`src/skt_pkg.sv`:
```
package skt_pkg;

    localparam int HOST_W  = 64;
    localparam int START_W = 31;
    localparam int WIN_W   = 64;
    localparam int SINCE_W = 31;

    // one table row: three-part key and its payload
    typedef struct packed {
        logic [SINCE_W-1:0] host_since;
        logic               host_kind;
        logic               host_active;
        logic [WIN_W-1:0]   host_window_id;
        logic               window_kind;
        logic [WIN_W-1:0]   window_id;
        logic [START_W-1:0] window_start;
        logic [HOST_W-1:0]  host_key;
    } entry_t;

    localparam int ENTRY_W = $bits(entry_t);
    localparam int IN_DATA_W = ((ENTRY_W + 7) / 8) * 8;

    typedef enum logic {
        MODE_FIND = 1'b0,
        MODE_CLEAR = 1'b1
    } mode_t;

    typedef enum logic {
        ST_IDLE,
        ST_UPDATE
    } skt_state_t;

endpackage

```
`src/skt_cell.sv`:
```
module skt_cell #(
    parameter int INDEX = 0,
    parameter int CNT_W = 7
) (
    input  logic                 clk,
    input  logic                 rst_n,
    input  logic                 cmp_en,
    input  skt_pkg::entry_t      cmp_key,
    input  logic [CNT_W-1:0]     fill_count,
    input  logic                 shift_en,
    input  skt_pkg::entry_t      new_entry,
    input  skt_pkg::entry_t      left_entry,
    input  logic                 left_below,
    output skt_pkg::entry_t      entry,
    output logic                 below,
    output logic                 equal
);

    skt_pkg::entry_t entry_reg;
    logic            below_reg;
    logic            equal_reg;
    logic            active;
    logic [skt_pkg::HOST_W+skt_pkg::START_W+skt_pkg::WIN_W-1:0] own_k, req_k;

    assign active = CNT_W'(INDEX) < fill_count;
    assign own_k  = {entry_reg.host_key, entry_reg.window_start, entry_reg.window_id};
    assign req_k  = {cmp_key.host_key, cmp_key.window_start, cmp_key.window_id};

    always_ff @(posedge clk or negedge rst_n)
    begin
        if (!rst_n)
        begin
            below_reg <= 1'b0;
            equal_reg <= 1'b0;
        end
        else if (cmp_en)
        begin
            below_reg <= active && (own_k < req_k);
            equal_reg <= active && (own_k == req_k);
        end
    end

    // insert: the boundary cell takes the new row, every cell above it takes its neighbour's
    always_ff @(posedge clk)
    begin
        if (shift_en && !below_reg)
        begin
            if (left_below)
                entry_reg <= new_entry;
            else
                entry_reg <= left_entry;
        end
    end

    assign entry = entry_reg;
    assign below = below_reg;
    assign equal = equal_reg;

endmodule

```
`config.mk`:
```
export PLATFORM = sky130hd
export DESIGN_NAME = skt_cell
export DESIGN_NICKNAME = d
export VERILOG_FILES = /design/src/skt_pkg.sv /design/src/skt_cell.sv
export SDC_FILE = /design/constraint.sdc
export NUM_CORES = 1
export LEC_CHECK = 0
export BUFFER_PORTS_ARGS = -buffer_cell sky130_fd_sc_hd__buf_2
export CAP_MARGIN = 20
export CORE_AREA = 2 2 405 407
export CTS_CLUSTER_SIZE = 25
export DETAILED_ROUTE_END_ITERATION = 8
export DIE_AREA = 0 0 407 409
export PLACE_DENSITY = 0.3
export SLEW_MARGIN = 20
export SYNTH_ARGS = -nofsm -noshare
export SYNTH_HDL_FRONTEND = slang
export SYNTH_SLANG_ARGS = --single-unit
export TNS_END_PERCENT = 10
```
`constraint.sdc`:
```
create_clock -name clk -period 16 [get_ports clk]
set_clock_uncertainty 0.1 [all_clocks]
set_input_delay 0.8 -clock clk [delete_from_list [all_inputs] [get_ports clk]]
set_output_delay 0.8 -clock clk [all_outputs]
set_load 0.01 [all_outputs]
```
==> summary.md <==
| Metric | Value |
|---|---|
| Status | `complete, no violations` |
| Avg Cell Area, Syn | `13.3 µm²` |
| Fin Setup TNS | `0 ns` |
| Synthesized Nets | `slightly above 2k` |
| Gr busiest metal | `met2` |
| First-pass GRT wire length | `119000 µm` |
| Final Hold Viols | `0` |
| Pleak | `10.4 nW` |
| EDFF count, synth | `257` |
| Internal power | `about 1.5 mW` |
| Sw power | `0.626 mW` |
| Sink Count | `259` |
| Synth unique cells | `46` |
| Fin. max-slew vios | `0` |
| Cell taking the most area after synthesis | `edfxtp_1` |
| Worst min path class | `primary input to register` |
| H-tree depth | `2` |
| Worst-path clk slew | `0.06 ns` |
| Post-Syn Area | `0.0148 mm²` |
| Post-detail-place hpwl | `about 80000 µm` |
| Top cells by area, synth | `edfxtp_1 52%, mux2_2 20%, ha_1 13%` |
| Setup bufs post-CTS | `0` |
| CTS max path bufs | `3` |
| Nets | `3023` |
| Antenna violations before repair | `approximately 110` |
| Top_reg_cell synth | `edfxtp_1` |
| Worst setup SP type | `register` |
| Synthesized netlist cell count | `1114` |
| Register area | `0.00777 mm²` |
| DR DRC count | `0` |
| Area occupied by multi-input gates | `0.00632 mm²` |
| Wire length per cell | `21.7 µm` |
| Post-placement cell area | `0.0222 mm²` |
| Starting DRC count in detailed routing | `417` |
| Final setup fails | `0` |
| Drt first pass iters | `4` |
| Vias | `between 10k and 15k` |
| Period Utilization, post-route | `a little under a quarter` |
| Final GP Congestion | `approximately 0.75` |
| Root buffer cell | `clkbuf_16` |
| Peak VDD IR | `about 0.096 mV` |
| Fin util | `14.5%` |
| Share of layout cells above drive strength 1 | `60.4%` |
| GR met2 Demand/Resource | `19.2%` |
| Comb power frac | `18.7%` |
| Fmax | `269 MHz` |
| Worst-case reg-to-reg path depth | `8` |
| Largest net degree at the start of global routing | `97` |
| Minimum clock period | `3.71 ns` |
| CP Data Required Time | `16.34 ns` |
| CTS buffer count | `40` |
| Die W | `407 µm` |
| Min Hold Slack | `just over 0.4 ns` |
| Total GRT Usage | `10.7%` |
| Sequential power share | `39.3%` |
| Area grow syn2layout | `59.1%` |
| Final std cell area, no fill | `0.0235 mm²` |
| Std cell rows | `approximately 150` |
| Routed wire length | `~93000 µm` |
| Commonest cells post-synth | `257 x edfxtp_1, 257 x mux2_2, 162 x inv_1` |
| CTS tree | `done` |
| Post-synthesis sequential area ratio | `52.5%` |
| CP Data Arrival Time | `roughly 4.1 ns` |
| Buffers on Ports | `943` |
| Number of global-route vias before repair | `13.8k` |
| Fill count | `18.5k` |
| Vias per cell | `between 3 and 4` |
| Power Total | `roughly 2.2 mW` |
| Critical Path Fanout Max | `3` |
| Actual slew at the worst max-slew pin | `1.09 ns` |
| Clock latency on the worst-skew pair | `~0.6 ns` |
| Chip Height | `~410 µm` |
| RSZ-0062 raised after global routing | `false` |
| Clock share of power | `42.0%` |
| Flops & latches, synth | `259` |
| Rel. slew slack | `26.4%` |
| Reg2Reg Launch Point | `entry[92]` |
| Grt total ovfl | `0` |
| # IOs | `1042` |
| Max-cap viol count | `0` |
| PwrDens | `92.2 mW/mm²` |
| Post-synth top area share | `52.2%` |
| Starting Density | `9.13%` |
| Post-DRT Antenna Nets | `0` |
| CTS resizes | `0` |
| Setup crit start | `entry[92]` |
| Met3 usage in global routing | `4.20%` |
| Core Area | `0.162 mm²` |
| Worst setup path class | `register to register` |
| Critical path endpoint category | `register` |
| Min-Delay Path Depth | `2` |
| Grt met1 use | `11.9%` |
| Die ar. | `0.166 mm²` |
| Hold Startpoint | `new_entry[25]` |
| Sw Ratio | `roughly 29%` |
| Yosys warns | `0` |
| Max reg flops | `about 260` |
| Async SR Flop Fraction | `0.772%` |
-- layout by cell type (no fill, tap or decap), types with 5 or more instances in the layout --
cell type	synthesis	final
and4_1	5	5
ha_1	159	159
o21ai_1	6	6
edfxtp_1	257	257
inv_1	162	162
buf_4	0	9
a21oi_1	62	62
o21ai_0	20	20
a211oi_1	6	6
nor2_1	12	12
a21o_1	11	11
bufinv_16	0	5
buf_2	0	942
nor3_1	5	5
nand2_1	32	32
nand4_1	29	29
clkbuf_1	29	10
mux2_2	257	257
nand3_1	15	15
diode_2	0	9
a221oi_1	5	5
clkbuf_16	0	40
-- final timing paths --
check | end | slack (ns)
max | below | 12.29
min | entry[25] | 0.41
max reg2reg | below | 12.29
min reg2reg | equal | 0.43
max in group asynchronous | below | 15.22
min in group asynchronous | equal | 0.48
-- repair_timing --
action                                  in CTS  in global routing
hold buffers                                 1                  0
endpoints found under the setup margin       0                  0
hold endpoints to repair                     2                  0
-- power by group through the flow --
| stage | registers, mW | clock network (mW) | logic, mW |
|---|---|---|---|
| floorplan | 0.902 | 0 | 0.161 |
| global placement | 0.868 | 0 | 0.421 |
| detailed placement | 0.869 | 0 | 0.418 |
| CTS | 0.856 | 0.963 | 0.421 |
| global route | 0.859 | 0.974 | 0.452 |
| finish | 0.853 | 0.913 | 0.405 |
-- per-stage QoR --
| step | worst slack, ns | cells |
|---|---|---|
| after detailed placement | 11.38 | 4213 |
| after floorplan | 3.13 | 1114 |
| final | 12.29 | 4291 |
| after global routing | 11.90 | 4283 |
| after global placement | 11.38 | 4213 |
| after CTS | 11.83 | 4282 |
-- worst max-delay path, stage by stage, from the launching register on --
cell,delay [ns]
edfxtp_1,0.52
ha_1,0.36
nand4_1,0.20
and4bb_1,0.66
nand3_1,0.36
or4_1,0.56
o221a_1,0.32
a31oi_1,0.33
o32ai_1,0.13
-- final cells by class --
| class | instances | area share (%) |
|---|---|---|
| flip-flops and latches | 259 | 33.0 |
| diodes | 9 | 0.0957 |
| well taps | 2175 | 11.6 |
| clock inverters | 18 | 0.989 |
| clock buffers | 50 | 4.41 |
| inverters | 162 | 2.58 |
| multi-input cells | 664 | 26.9 |
| repair buffers | 954 | 20.5 |
-- routing by layer --
metal  wire (µm)  share of wire, %
met3        9070               9.7
met1       35300                38
met2       46200                50
met5         316              0.34
met4        2190               2.4
-- cells by family after synthesis --
kind of cell | after synthesis | share of synthesized area [%]
buffers and inverters | 191 | 4.85
adder cells (fa/ha/maj) | 159 | 13.4
AND/OR/NAND/NOR | 120 | 4.46
AO/OA/AOI/OAI | 128 | 5.19
multiplexers | 257 | 19.6
flip-flops | 259 | 52.5
Note: power is estimated with default switching activity, not from simulation.
